$ cat src/design/essgi_pkg.sv
// Package for the energy source selector with gas ignition sequencer.
// Holds source and phase codes, register indexes, timing constants and reset values.
// Depends on nothing; used by energy_source_select_gas_ignition.
`default_nettype none

package essgi_pkg;

  // Width of a configuration register index on the write port.
  localparam int unsigned CFG_IDX_W  = 4;
  localparam int unsigned CFG_DATA_W = 32;

  // Configuration register indexes.
  localparam logic [CFG_IDX_W-1:0] REG_SOLAR_UV      = 4'd0;
  localparam logic [CFG_IDX_W-1:0] REG_PRESTART      = 4'd1;
  localparam logic [CFG_IDX_W-1:0] REG_SPARK_CHECK   = 4'd2;
  localparam logic [CFG_IDX_W-1:0] REG_IGN_WINDOW    = 4'd3;
  localparam logic [CFG_IDX_W-1:0] REG_FAULT_RETRY   = 4'd4;
  localparam logic [CFG_IDX_W-1:0] REG_GAS_INHIBIT   = 4'd5;
  localparam logic [CFG_IDX_W-1:0] REG_BEEP_PERIOD   = 4'd6;
  localparam logic [CFG_IDX_W-1:0] REG_BEEP_PULSES   = 4'd7;

  // Reset values of the configuration registers.
  localparam logic [9:0]  RST_SOLAR_UV    = 10'd512;
  localparam logic [30:0] RST_PRESTART    = 31'd2000;
  localparam logic [30:0] RST_SPARK_CHECK = 31'd3000;
  localparam logic [30:0] RST_IGN_WINDOW  = 31'd30000;
  localparam logic [30:0] RST_FAULT_RETRY = 31'd600000;
  localparam logic [30:0] RST_GAS_INHIBIT = 31'd900000;
  localparam logic [30:0] RST_BEEP_PERIOD = 31'd60000;
  localparam logic [3:0]  RST_BEEP_PULSES = 4'd3;

  // Energy source codes.
  localparam logic [1:0] MODE_AC    = 2'd0;
  localparam logic [1:0] MODE_DC12  = 2'd1;
  localparam logic [1:0] MODE_SOLAR = 2'd2;
  localparam logic [1:0] MODE_GAS   = 2'd3;

  // Gas sequencer phase codes.
  localparam logic [2:0] PH_IDLE     = 3'd0;
  localparam logic [2:0] PH_PRESTART = 3'd1;
  localparam logic [2:0] PH_SPARK    = 3'd2;
  localparam logic [2:0] PH_WINDOW   = 3'd3;
  localparam logic [2:0] PH_RUN      = 3'd4;
  localparam logic [2:0] PH_FAULT    = 3'd5;

  // Fixed timing and count constants.
  localparam logic [31:0] PULSE_GAP_MS     = 32'd500;
  localparam logic [4:0]  PULSE_FAIL_LIMIT = 5'd28;
  localparam logic [4:0]  PULSE_SAT        = 5'd31;
  localparam logic [3:0]  NOSPARK_BEEPS    = 4'd3;
  localparam logic [3:0]  NOIGNITE_BEEPS   = 4'd5;

  // Division by 1000 ms as a multiply by ceil(2^38 / 1000); exact for any 32-bit value.
  localparam logic [63:0] BLINK_RECIP     = 64'd274877907;
  localparam int unsigned BLINK_SHIFT     = 38;

endpackage

`default_nettype wire

$ cat src/design/energy_source_select_gas_ignition.sv
// Energy source selector and gas ignition sequencer, top level.
// Depends on essgi_pkg for codes, register indexes and constants.
// Usage:
//   Each input word is one control tick: ADC readings, source presence flags,
//   spark feedback and a millisecond timestamp. Each tick yields exactly one
//   result word with the heater, gas and LED drives, pulse and beep requests,
//   the selected source and the gas phase.
//   Channels use valid/ready. A tick is captured into an input register, then
//   evaluated combinationally against the controller state; the state and the
//   result register update together. The result word passes the input register
//   and then the result register (two register stages); one tick is taken every
//   cycle while out_ready keeps up, limited by the single compare-and-update path.
//   The timestamp is divided by 1000 for the inhibit blink with a reciprocal
//   multiply at the input register.
//   When the receiver stalls, the result register holds and the input
//   register fills; in_ready drops only when both are occupied and out_ready
//   is low. Configuration writes go through the cfg_ channel, always ready; the
//   user must make them only while no tick is in flight, which the block does
//   not enforce. Other indexes are ignored. Synchronous active-low reset loads
//   the register defaults, selects gas, idles the sequencer, clears drive latches.
`default_nettype none

module energy_source_select_gas_ignition (
  input  wire                                  clk,
  input  wire                                  rst_n,
  // Input channel
  input  wire                                  in_valid,
  output logic                                 in_ready,
  input  wire  [9:0]                           in_temp_level,
  input  wire  [9:0]                           in_setpoint_level,
  input  wire  [9:0]                           in_battery_level,
  input  wire                                  in_mains_present,
  input  wire                                  in_engine_running,
  input  wire                                  in_solar_active,
  input  wire                                  in_spark_present,
  input  wire  [31:0]                          in_now_ms,
  // Result channel
  output logic                                 out_valid,
  input  wire                                  out_ready,
  output logic                                 out_ac_heater_on,
  output logic                                 out_dc_heater_on,
  output logic                                 out_gas_ignite_on,
  output logic                                 out_led_on,
  output logic [1:0]                           out_pulse_requests,
  output logic [3:0]                           out_beep_count,
  output logic [1:0]                           out_source_mode,
  output logic [2:0]                           out_gas_phase,
  // Configuration channel
  input  wire                                  cfg_valid,
  output logic                                 cfg_ready,
  input  wire  [essgi_pkg::CFG_IDX_W-1:0]      cfg_index,
  input  wire  [essgi_pkg::CFG_DATA_W-1:0]     cfg_data
);

  import essgi_pkg::*;

  // Configuration registers
  logic [9:0]  solar_uv_r;
  logic [30:0] prestart_r, spark_check_r, ign_window_r, fault_retry_r;
  logic [30:0] gas_inhibit_r, beep_period_r;
  logic [3:0]  beep_pulses_r;

  // Input register stage
  logic        s1_valid_r;
  logic [9:0]  s1_temp_r, s1_setp_r, s1_batt_r;
  logic        s1_mains_r, s1_engine_r, s1_solar_r, s1_spark_r, s1_blink_r;
  logic [31:0] s1_now_r;
  logic [63:0] blink_prod;
  logic        advance;

  // Controller state
  logic [1:0]  mode_r, mode_nxt;
  logic [2:0]  phase_r, phase_nxt;
  logic [31:0] start_r, start_nxt;
  logic [31:0] fault_end_r, fault_end_nxt;
  logic [31:0] inh_end_r, inh_end_nxt;
  logic        inh_act_r, inh_act_nxt;
  logic [4:0]  pulses_r, pulses_nxt;
  logic        spark_hit_r, spark_hit_nxt;
  logic [31:0] last_beep_r, last_beep_nxt;
  logic        beep_v_r, beep_v_nxt;
  logic [31:0] last_pulse_r, last_pulse_nxt;
  logic        pulse_v_r, pulse_v_nxt;
  logic        lat_ac_r, lat_ac_nxt, lat_dc_r, lat_dc_nxt;
  logic        lat_gas_r, lat_gas_nxt, lat_led_r, lat_led_nxt;

  // Per-tick request counts and helpers
  logic [1:0]  n_pulse;
  logic [3:0]  n_beep;
  logic        need, stop;
  logic [31:0] elapsed, inh_diff, fault_diff;

  // Result register
  logic        out_valid_r;
  logic        o_ac_r, o_dc_r, o_gas_r, o_led_r;
  logic [1:0]  o_pulse_r, o_mode_r;
  logic [3:0]  o_beep_r;
  logic [2:0]  o_phase_r;

  // Handshake control: the evaluation stage moves whenever the result slot is free.
  assign advance   = !out_valid_r || out_ready;
  assign in_ready  = !s1_valid_r || advance;
  assign cfg_ready = 1'b1;

  // Configuration writes; unused indexes fall through.
  always_ff @(posedge clk) begin
    if (!rst_n) begin
      solar_uv_r    <= RST_SOLAR_UV;
      prestart_r    <= RST_PRESTART;
      spark_check_r <= RST_SPARK_CHECK;
      ign_window_r  <= RST_IGN_WINDOW;
      fault_retry_r <= RST_FAULT_RETRY;
      gas_inhibit_r <= RST_GAS_INHIBIT;
      beep_period_r <= RST_BEEP_PERIOD;
      beep_pulses_r <= RST_BEEP_PULSES;
    end else if (cfg_valid) begin
      unique case (cfg_index)
        REG_SOLAR_UV:    solar_uv_r    <= cfg_data[9:0];
        REG_PRESTART:    prestart_r    <= cfg_data[30:0];
        REG_SPARK_CHECK: spark_check_r <= cfg_data[30:0];
        REG_IGN_WINDOW:  ign_window_r  <= cfg_data[30:0];
        REG_FAULT_RETRY: fault_retry_r <= cfg_data[30:0];
        REG_GAS_INHIBIT: gas_inhibit_r <= cfg_data[30:0];
        REG_BEEP_PERIOD: beep_period_r <= cfg_data[30:0];
        REG_BEEP_PULSES: beep_pulses_r <= cfg_data[3:0];
        default: ;
      endcase
    end
  end

  // Bit 0 of now / 1000, taken from the reciprocal product.
  assign blink_prod = {32'd0, in_now_ms} * BLINK_RECIP;

  // Input register.
  always_ff @(posedge clk) begin
    if (!rst_n) begin
      s1_valid_r <= 1'b0;
    end else if (in_ready) begin
      s1_valid_r <= in_valid;
    end
  end

  always_ff @(posedge clk) begin
    if (in_ready && in_valid) begin
      s1_temp_r   <= in_temp_level;
      s1_setp_r   <= in_setpoint_level;
      s1_batt_r   <= in_battery_level;
      s1_mains_r  <= in_mains_present;
      s1_engine_r <= in_engine_running;
      s1_solar_r  <= in_solar_active;
      s1_spark_r  <= in_spark_present;
      s1_now_r    <= in_now_ms;
      s1_blink_r  <= blink_prod[BLINK_SHIFT];
    end
  end

  // Demand compares, and time differences against the stored marks.
  assign need       = s1_temp_r < s1_setp_r;
  assign stop       = s1_temp_r > s1_setp_r;
  assign elapsed    = s1_now_r - start_r;
  assign fault_diff = s1_now_r - fault_end_r;

  // Tick evaluation: source choice, heaters and the gas sequencer.
  always_comb begin
    mode_nxt       = mode_r;
    phase_nxt      = phase_r;
    start_nxt      = start_r;
    fault_end_nxt  = fault_end_r;
    inh_end_nxt    = inh_end_r;
    inh_act_nxt    = inh_act_r;
    pulses_nxt     = pulses_r;
    spark_hit_nxt  = spark_hit_r;
    last_beep_nxt  = last_beep_r;
    beep_v_nxt     = beep_v_r;
    last_pulse_nxt = last_pulse_r;
    pulse_v_nxt    = pulse_v_r;
    lat_ac_nxt     = lat_ac_r;
    lat_dc_nxt     = lat_dc_r;
    lat_gas_nxt    = lat_gas_r;
    lat_led_nxt    = lat_led_r;
    n_pulse        = 2'd0;
    n_beep         = 4'd0;
    inh_diff       = 32'd0;

    // Priority source choice.
    priority if (s1_mains_r) begin
      mode_nxt = MODE_AC;
    end else if (s1_engine_r) begin
      mode_nxt = MODE_DC12;
    end else if (s1_solar_r && (s1_batt_r > solar_uv_r)) begin
      mode_nxt = MODE_SOLAR;
    end else begin
      mode_nxt = MODE_GAS;
    end

    // A source change makes every drive safe.
    if (mode_nxt != mode_r) begin
      lat_ac_nxt  = 1'b0;
      lat_dc_nxt  = 1'b0;
      lat_gas_nxt = 1'b0;
      lat_led_nxt = 1'b0;
      if ((mode_r == MODE_DC12) && (mode_nxt == MODE_GAS)) begin
        inh_end_nxt = s1_now_r + {1'b0, gas_inhibit_r};
        inh_act_nxt = 1'b1;
      end
      if (mode_nxt != MODE_GAS) begin
        phase_nxt     = PH_IDLE;
        start_nxt     = s1_now_r;
        spark_hit_nxt = 1'b0;
        pulses_nxt    = 5'd0;
      end
    end

    unique case (mode_nxt)
      MODE_AC: begin
        lat_gas_nxt = 1'b0;
        lat_dc_nxt  = 1'b0;
        if (need) begin
          lat_ac_nxt  = 1'b1;
          lat_led_nxt = 1'b1;
        end else if (stop) begin
          lat_ac_nxt  = 1'b0;
          lat_led_nxt = 1'b0;
        end
      end
      MODE_DC12: begin
        lat_gas_nxt = 1'b0;
        lat_ac_nxt  = 1'b0;
        if (need) begin
          lat_dc_nxt  = 1'b1;
          lat_led_nxt = 1'b1;
        end else if (stop) begin
          lat_dc_nxt  = 1'b0;
          lat_led_nxt = 1'b0;
        end
      end
      MODE_SOLAR: begin
        lat_gas_nxt = 1'b0;
        lat_ac_nxt  = 1'b0;
        if (s1_batt_r <= solar_uv_r) begin
          lat_dc_nxt  = 1'b0;
          lat_led_nxt = 1'b0;
        end else if (need) begin
          lat_dc_nxt  = 1'b1;
          lat_led_nxt = 1'b1;
        end else if (stop) begin
          lat_dc_nxt  = 1'b0;
          lat_led_nxt = 1'b0;
        end
      end
      MODE_GAS: begin
        lat_ac_nxt = 1'b0;
        lat_dc_nxt = 1'b0;
        inh_diff   = s1_now_r - inh_end_nxt;
        if (s1_mains_r || s1_engine_r || !need) begin
          // Lost demand or a better source: abort to idle.
          lat_gas_nxt = 1'b0;
          phase_nxt   = PH_IDLE;
          start_nxt   = s1_now_r;
        end else if (inh_act_nxt && inh_diff[31]) begin
          // Gas still blocked after leaving 12 V: blink and keep gas off.
          lat_led_nxt = s1_blink_r;
          lat_gas_nxt = 1'b0;
        end else begin
          inh_act_nxt = 1'b0;
          unique case (phase_r)
            PH_IDLE: begin
              phase_nxt = PH_PRESTART;
              start_nxt = s1_now_r;
            end
            PH_PRESTART: begin
              lat_led_nxt = 1'b0;
              lat_gas_nxt = 1'b0;
              if (elapsed >= {1'b0, prestart_r}) begin
                spark_hit_nxt = 1'b0;
                lat_gas_nxt   = 1'b1;
                phase_nxt     = PH_SPARK;
                start_nxt     = s1_now_r;
              end
            end
            PH_SPARK: begin
              lat_led_nxt = 1'b1;
              lat_gas_nxt = 1'b1;
              if (s1_spark_r) begin
                spark_hit_nxt = 1'b1;
              end
              if (elapsed >= {1'b0, spark_check_r}) begin
                if (!spark_hit_nxt) begin
                  lat_gas_nxt   = 1'b0;
                  n_pulse       = 2'd1;
                  n_beep        = NOSPARK_BEEPS;
                  fault_end_nxt = s1_now_r + {1'b0, fault_retry_r};
                  beep_v_nxt    = 1'b0;
                  pulse_v_nxt   = 1'b0;
                  phase_nxt     = PH_FAULT;
                  start_nxt     = s1_now_r;
                end else begin
                  pulses_nxt = 5'd0;
                  phase_nxt  = PH_WINDOW;
                  start_nxt  = s1_now_r;
                end
              end
            end
            PH_WINDOW: begin
              lat_led_nxt = 1'b1;
              lat_gas_nxt = 1'b1;
              if (s1_spark_r && (pulses_r < PULSE_SAT)) begin
                pulses_nxt = pulses_r + 5'd1;
              end
              if (elapsed >= {1'b0, ign_window_r}) begin
                if (pulses_nxt >= PULSE_FAIL_LIMIT) begin
                  lat_gas_nxt   = 1'b0;
                  n_pulse       = 2'd2;
                  n_beep        = NOIGNITE_BEEPS;
                  fault_end_nxt = s1_now_r + {1'b0, fault_retry_r};
                  beep_v_nxt    = 1'b0;
                  pulse_v_nxt   = 1'b0;
                  phase_nxt     = PH_FAULT;
                  start_nxt     = s1_now_r;
                end else begin
                  phase_nxt = PH_RUN;
                  start_nxt = s1_now_r;
                end
              end
            end
            PH_RUN: begin
              lat_led_nxt = 1'b1;
              lat_gas_nxt = 1'b0;
              if (s1_spark_r) begin
                pulses_nxt = 5'd0;
                phase_nxt  = PH_WINDOW;
                start_nxt  = s1_now_r;
              end else if (stop) begin
                phase_nxt = PH_IDLE;
                start_nxt = s1_now_r;
              end
            end
            PH_FAULT: begin
              lat_gas_nxt = 1'b0;
              // Periodic pulse and beep requests while waiting to retry.
              if (!pulse_v_r || ((s1_now_r - last_pulse_r) >= PULSE_GAP_MS)) begin
                n_pulse        = 2'd1;
                last_pulse_nxt = s1_now_r;
                pulse_v_nxt    = 1'b1;
              end
              if (!beep_v_r || ((s1_now_r - last_beep_r) >= {1'b0, beep_period_r})) begin
                n_beep        = beep_pulses_r;
                last_beep_nxt = s1_now_r;
                beep_v_nxt    = 1'b1;
              end
              if (!fault_diff[31]) begin
                beep_v_nxt  = 1'b0;
                pulse_v_nxt = 1'b0;
                phase_nxt   = PH_PRESTART;
                start_nxt   = s1_now_r;
              end
            end
            default: begin
              // Unused phase code: gas off, back to idle.
              lat_gas_nxt = 1'b0;
              phase_nxt   = PH_IDLE;
              start_nxt   = s1_now_r;
            end
          endcase
        end
      end
    endcase
  end

  // Controller state updates once per evaluated tick.
  always_ff @(posedge clk) begin
    if (!rst_n) begin
      mode_r       <= MODE_GAS;
      phase_r      <= PH_IDLE;
      start_r      <= 32'd0;
      fault_end_r  <= 32'd0;
      inh_end_r    <= 32'd0;
      inh_act_r    <= 1'b0;
      pulses_r     <= 5'd0;
      spark_hit_r  <= 1'b0;
      last_beep_r  <= 32'd0;
      beep_v_r     <= 1'b0;
      last_pulse_r <= 32'd0;
      pulse_v_r    <= 1'b0;
      lat_ac_r     <= 1'b0;
      lat_dc_r     <= 1'b0;
      lat_gas_r    <= 1'b0;
      lat_led_r    <= 1'b0;
    end else if (s1_valid_r && advance) begin
      mode_r       <= mode_nxt;
      phase_r      <= phase_nxt;
      start_r      <= start_nxt;
      fault_end_r  <= fault_end_nxt;
      inh_end_r    <= inh_end_nxt;
      inh_act_r    <= inh_act_nxt;
      pulses_r     <= pulses_nxt;
      spark_hit_r  <= spark_hit_nxt;
      last_beep_r  <= last_beep_nxt;
      beep_v_r     <= beep_v_nxt;
      last_pulse_r <= last_pulse_nxt;
      pulse_v_r    <= pulse_v_nxt;
      lat_ac_r     <= lat_ac_nxt;
      lat_dc_r     <= lat_dc_nxt;
      lat_gas_r    <= lat_gas_nxt;
      lat_led_r    <= lat_led_nxt;
    end
  end

  // Result register.
  always_ff @(posedge clk) begin
    if (!rst_n) begin
      out_valid_r <= 1'b0;
    end else if (advance) begin
      out_valid_r <= s1_valid_r;
    end
  end

  always_ff @(posedge clk) begin
    if (s1_valid_r && advance) begin
      o_ac_r    <= lat_ac_nxt;
      o_dc_r    <= lat_dc_nxt;
      o_gas_r   <= lat_gas_nxt;
      o_led_r   <= lat_led_nxt;
      o_pulse_r <= n_pulse;
      o_beep_r  <= n_beep;
      o_mode_r  <= mode_nxt;
      o_phase_r <= phase_nxt;
    end
  end

  assign out_valid          = out_valid_r;
  assign out_ac_heater_on   = o_ac_r;
  assign out_dc_heater_on   = o_dc_r;
  assign out_gas_ignite_on  = o_gas_r;
  assign out_led_on         = o_led_r;
  assign out_pulse_requests = o_pulse_r;
  assign out_beep_count     = o_beep_r;
  assign out_source_mode    = o_mode_r;
  assign out_gas_phase      = o_phase_r;

endmodule

`default_nettype wire

$ cat config.mk
export PLATFORM = sky130hd
export DESIGN_NAME = energy_source_select_gas_ignition
export DESIGN_NICKNAME = d
export VERILOG_FILES = /design/src/design/essgi_pkg.sv /design/src/design/energy_source_select_gas_ignition.sv
export SDC_FILE = /design/constraint.sdc
export NUM_CORES = 2
export LEC_CHECK = 0
export BUFFER_PORTS_ARGS = -buffer_cell sky130_fd_sc_hd__buf_2
export CAP_MARGIN = 5
export CORE_MARGIN = 10
export CORE_UTILIZATION = 30
export DETAILED_ROUTE_END_ITERATION = 12
export GPL_TIMING_DRIVEN = 0
export HOLD_SLACK_MARGIN = 0.06
export PLACE_DENSITY = 0.44
export SLEW_MARGIN = 20
export SYNTH_ARGS = -nofsm -noshare
export SYNTH_HDL_FRONTEND = slang
export SYNTH_SLANG_ARGS = --single-unit
$ cat constraint.sdc
create_clock -name clk -period 7.1 [get_ports clk]
set_input_delay 1.42 -clock clk [delete_from_list [all_inputs] [get_ports clk]]
set_output_delay 1.42 -clock clk [all_outputs]
set_load 0.05 [all_outputs]
# Word-level counts from Yosys, hierarchy flattened
# Index checks and enable logic that the tools add are counted.
[totals]
regBits = 462
input_bits = 107
output_inout_bits = 18
word_cells = 247
[op_classes]
add_sub_neg = 8
n_mul = 1
magnitude_cmp = 11
eq_ne = 24
muxes = 116
bitwise_logic = 3
reduce_logical = 41
[ops]
columns = ["operator", "count"]
rows = [
  ["32-bit two-way mux", 17],
  ["32-bit case mux with 5 select lines", 1],
  ["32-bit subtractor", 5],
  ["32-bit by 31-bit greater-or-equal comparator with 1-bit output", 4],
  ["5-bit two-way mux", 13],
  ["32-bit by 31-bit adder with 32-bit output", 2],
  ["32-bit case mux with 2 select lines", 1],
  ["1-bit two-way mux", 50],
  ["3-bit two-way mux", 14],
  ["32-bit by 29-bit multiplier with 39-bit output, second input constant", 1],
  ["32-bit by 9-bit greater-or-equal comparator with 1-bit output, second input constant", 1],
  ["10-bit > comparator", 2],
  ["10-bit AND reduction", 2],
  ["3-bit case mux with 6 select lines", 1],
  ["4-bit by 3-bit == test with 1-bit output, second input constant", 4],
  ["2-bit AND reduction", 8],
  ["5-bit case mux with 3 select lines", 1],
  ["2-bit two-way mux", 6],
  ["1-bit case mux with 3 select lines", 4],
  ["4-bit case mux with 3 select lines", 1],
  ["6-bit AND reduction", 2],
  ["3-bit OR reduction", 4],
  ["10-bit <= comparator", 1],
  ["10-bit less-than comparator", 1],
  ["other kinds (28)", 58],
]

# Longest topological paths before layout
[depth]
ltp_word = 21
mapped_depth = 28

# Worst setup path after synthesis
# Ideal clock, no wire load.
[synth_timing]
path_type = "input -> register"
from = "in in_now_ms[4]"
to = "reg s1_blink_r (data pin)"
setup_ns = 0.261
t_arrival_ns = 7.069
required_time_ns = 6.839
path_slack_ns = -0.231
path_stages = 24
path_buffers = 0
path_cell_list = "ha_1 fa_1 fa_1 inv_1 fa_1 inv_1 fa_1 inv_1 fa_1 fa_1 inv_1 fa_1 ha_1 a21o_1 a21o_1 a21oi_1 nor2b_1 o21ai_0 nand2b_1 a21oi_1 nor2b_1 a2111oi_0 o21ai_0 xnor2_1"
[synth_between]
elab_chain_cells = 1
[synth_lines]
columns = ["element", "line_no", "text"]
rows = [
  ["start, declared", "energy_source_select_gas_ignition.sv:36", "input wire [31:0] in_now_ms,"],
  ["32-bit by 29-bit multiplier with 39-bit output", "energy_source_select_gas_ignition.sv:132", "assign blink_prod = {32'd0, in_now_ms} * BLINK_RECIP;"],
  ["named net blink_prod[38]", "energy_source_select_gas_ignition.sv:68", "logic [63:0] blink_prod;"],
  ["end signal, assigned", "energy_source_select_gas_ignition.sv:153", "s1_blink_r <= blink_prod[BLINK_SHIFT];"],
  ["end, declared", "energy_source_select_gas_ignition.sv:66", "logic s1_mains_r, s1_engine_r, s1_solar_r, s1_spark_r, s1_blink_r;"],
]
# The timed path passes the listed nets, and every way through them passes these cells.
# A chain may end at the register's enable or synchronous reset.

# Worst setup path in the final report
[layout_timing]
from = "in in_now_ms[15]"
to = "reg s1_blink_r (data pin)"
# The elaborated chain is that of the path after synthesis.

==> impl_metrics.ini <==
[run_status]
status = finished, final reports clean

[grt]
grt-ovfl-total = 0
grt_max_degree = 50
grt_pass1_wl_mm = 227.0
grt_pass1_vias = 34620
antenna_found_initial = 3
grt_usage_pct = 19.65

[hold_path]
min_path_type = reg -> reg

[timing]
tightest_slew_ns = 1.162
fin_crit_ns = 6.894
tns_ns = 0
min_period_over_period_pct = 97.10
slew_viol_final = 0
hold_viol_final = 0
maxSlewHeadroom_pct = 22.56
setup_violations = 0
max_freq_mhz = 145.1
hold_slack_ns = 0.4535
finClkSkew_ns = 0.05871

[setup_path]
crit_family = adder cells
cp_slowest_stage_delay_ns = 0.55
critPathMaxFanout = 11
crit_type = in -> reg
path_common_cell = fa_1
cp_cell_sequence = buf_6 > ha_4 > fa_2 > fa_1 > inv_1 > fa_1 > fa_1 > fa_1 > inv_1 > fa_1 > inv_1 > fa_1 > inv_1 > ha_1 > a21o_1 > a21oi_1 > nor2b_1 > o21ai_1 > nand2b_1 > a21oi_2 > o21ai_2 > a2111oi_4 > o21ai_1 > xnor2_1
cp_num_buf_inv = 5
cp_data_required_time_ns = 7.50
cpMaxStageDelayCell = fa_1
arrival_ns = 7.29
startpoint_type = input pin
cp-end-kind = register

[floorplan]
rows = 135
die_w_um = 390.1
start_util_pct = 30.26
core-area_sq_um = 135800
io_pins = 125
die_y_um = 390.1
dieArea_sq_um = 152200

[synth]
synth_top_family_by_area = adder cells
yosys.area.top_type = ha_1
ys_seq_area_share_pct = 24.51
syn_inst = 4838
postSynthAreaPerCell_sq_um = 8.494
synth_compound_area_share_pct = 16.01
synth_most_common_cell = inv_1
synth_xor_area_share_pct = 3.322
synth_ff_type = dfxtp_1
yosys.area_share.simple_pct = 14.19
synth_fa_ha_area_share_pct = 30.75
yosys-top-cells-count = inv_1, nand2_1, ha_1
synth_edf_count = 82
netlist_area_sq_um = 41090
synth_cell_type_count = 94
synth_top_area_share_pct = 18.82
synth.area.mux_share_pct = 3.158
synth_area_leaders = ha_1, dfxtp_1, fa_1, inv_1, edfxtp_1
synth_seq_cells = 462
yosysWarnings = 0
async_flop_share_pct = 0
syn_nets = 5808

[power_and_ir_drop]
switching_share_pct = 42.86
total_power_mw = 14.57
powerDensity_nw_per_um2 = 308.9
p_sw_mw = 6.245
pwr-share-seq_pct = 19.6
internal_power_mw = 8.325
combPwrFrac_pct = 58.0
power.leakage_nw = 20.80
clockPowerShare_pct = 22.4
peakVddDrop_mv = 0.4320

[placed_design]
dpl.hpwl_mm = 117.3
port_buffers = 117
place_congestion = 0.8943
dpl_cell_area_sq_um = 44020

[finish]
final_cell_area_sq_um = 47170
drive_gt1_share_pct = 7.932
areaGrowthSynthToFinish_pct = 14.79
n_fill_cell = 14350
multi_input_area_sq_um = 28060
seq_area_sq_um = 10070
layout.nets = 6062

[detailed_routing]
drt_iter0_markers = 2376
wl_per_cell_um = 22.00
wl_mm = 152.4
viasPerCell = 5.055
drc_errors = 0
dr.pass1.iters = 5
num_vias = 35020
final_antenna_net_count = 0

[run]
maxCapViolations = 0

[clock_network]
cts_tree = yes
cts_max_path_buffers = 3
holdBufCountCts = 0
cts_buffers = 61
clkSinkCount = 462
clock_latency_ns = 0.69
cts-root-buf = clkbuf_16
htree_levels = 2
cts.clk_slew.worst_paths_ns = 0.06
## logic make-up (layout without fill, tap and decap cells)
kind of cell / after synthesis / in the layout
adders and majority gates: 863 / 863
buffers and inverters: 870 / 1176
other: 1 / 3
muxes: 129 / 129
and+or+nand+nor: 1313 / 1313
AOI/OAI and AO/OA: 1045 / 1045
DFF: 462 / 462
xor gates and xnor gates: 155 / 155
## through the flow
stage | setup WS, ns | util, % | cells
after CTS | 0.004456 | 34.41 | 6906
after global placement | -1.662 | 32.35 | 6736
after detailed placement | -1.531 | 32.41 | 6740
after floorplan | 0.01391 | - | 4838
final | 0.2058 | 34.73 | 6927
after global routing | -0.02448 | 34.73 | 6925
## layout make-up
class | count | area share [%]
Clock inverter | 24 | 0.4828
Timing Repair Buffer | 191 | 2.854
Clock buffer | 91 | 3.944
Inverter | 714 | 5.690
Sequential cell | 462 | 21.35
Antenna cell | 2 | 0.01061
Multi-Input combinational cell | 3506 | 59.49
Buffer | 156 | 1.454
Tap cell | 1781 | 4.724
## worst min-delay path, cell delays in order, from the launching register on
cell     delay [ns]
dfxtp_1        0.30
nand2_1        0.05
a21oi_1        0.05
## timing repair
item	CTS	global route
endpoints found under the setup margin	153	152
gates resized for setup	51	59
buffers inserted	51	18
pin swaps	7	14
## per-layer routing
| metal | global-route usage [%] | vias up | routed length [um] |
|---|---|---|---|
| met5 | 0 | - | 0 |
| met4 | 4.984 | 0 | 4060 |
| met3 | 2.269 | 159 | 7315 |
| met2 | 30.71 | 797 | 66060 |
| met1 | 28.54 | 17060 | 74920 |
| li1 | - | 17000 | - |
## path summary, 6_finish.rpt
kind	startpoint	end	slack (ns)	cells past startpoint
setup / recovery	in_now_ms[15]	s1_blink_r	0.21	24
hold / removal	prestart_r[29]	prestart_r[29]	0.45	2
setup reg to reg	s1_now_r[1]	start_r[18]	0.24	25
hold reg to reg	prestart_r[29]	prestart_r[29]	0.45	2
## power by group through the flow
stage	registers (mW)	logic, mW	clock network, mW
global placement	2.94	8.09	0
detailed placement	2.94	8.05	0
CTS	2.86	8.35	3.34
finish	2.85	8.45	3.26
floorplan	2.88	5.83	0
global route	2.86	9.89	3.43
## cells in the final DEF (no fill, tap or decap), types with 10 or more instances in the layout
master,synthesis,final
o21ai_1,8,12
edfxtp_1,82,82
a31o_2,14,14
buf_2,9,104
o211ai_1,52,52
and3_1,24,24
a211o_1,11,11
nand2b_1,31,31
o21bai_1,21,20
a21oi_1,413,409
o21a_1,31,31
clkbuf_16,0,62
a31oi_1,28,25
dfxtp_1,380,380
a2111oi_0,16,10
nand2_1,646,645
xor2_1,44,42
ha_1,618,612
nand3b_1,14,14
a211oi_1,48,45
nor2_1,275,275
a31o_1,21,21
inv_1,713,711
o21ai_0,172,166
a21o_1,96,94
clkbuf_1,130,135
nor2b_1,41,41
clkbuf_8,0,20
fa_1,245,241
nand4_1,52,52
buf_4,7,69
clkinv_2,0,10
mux2i_1,124,124
nor3_1,82,80
buf_6,1,21
xnor2_1,110,104
nand3_1,72,72
or3_1,10,10
## registers in the layout, indices dropped and copies added (netlist names), 31 cells and up
signal,count
fault_end_r,32
inh_end_r,32
last_beep_r,32
last_pulse_r,32
s1_now_r,32
start_r,32
beep_period_r,31
fault_retry_r,31
gas_inhibit_r,31
ign_window_r,31
prestart_r,31
spark_check_r,31
Power figures use the tool's default switching activity.
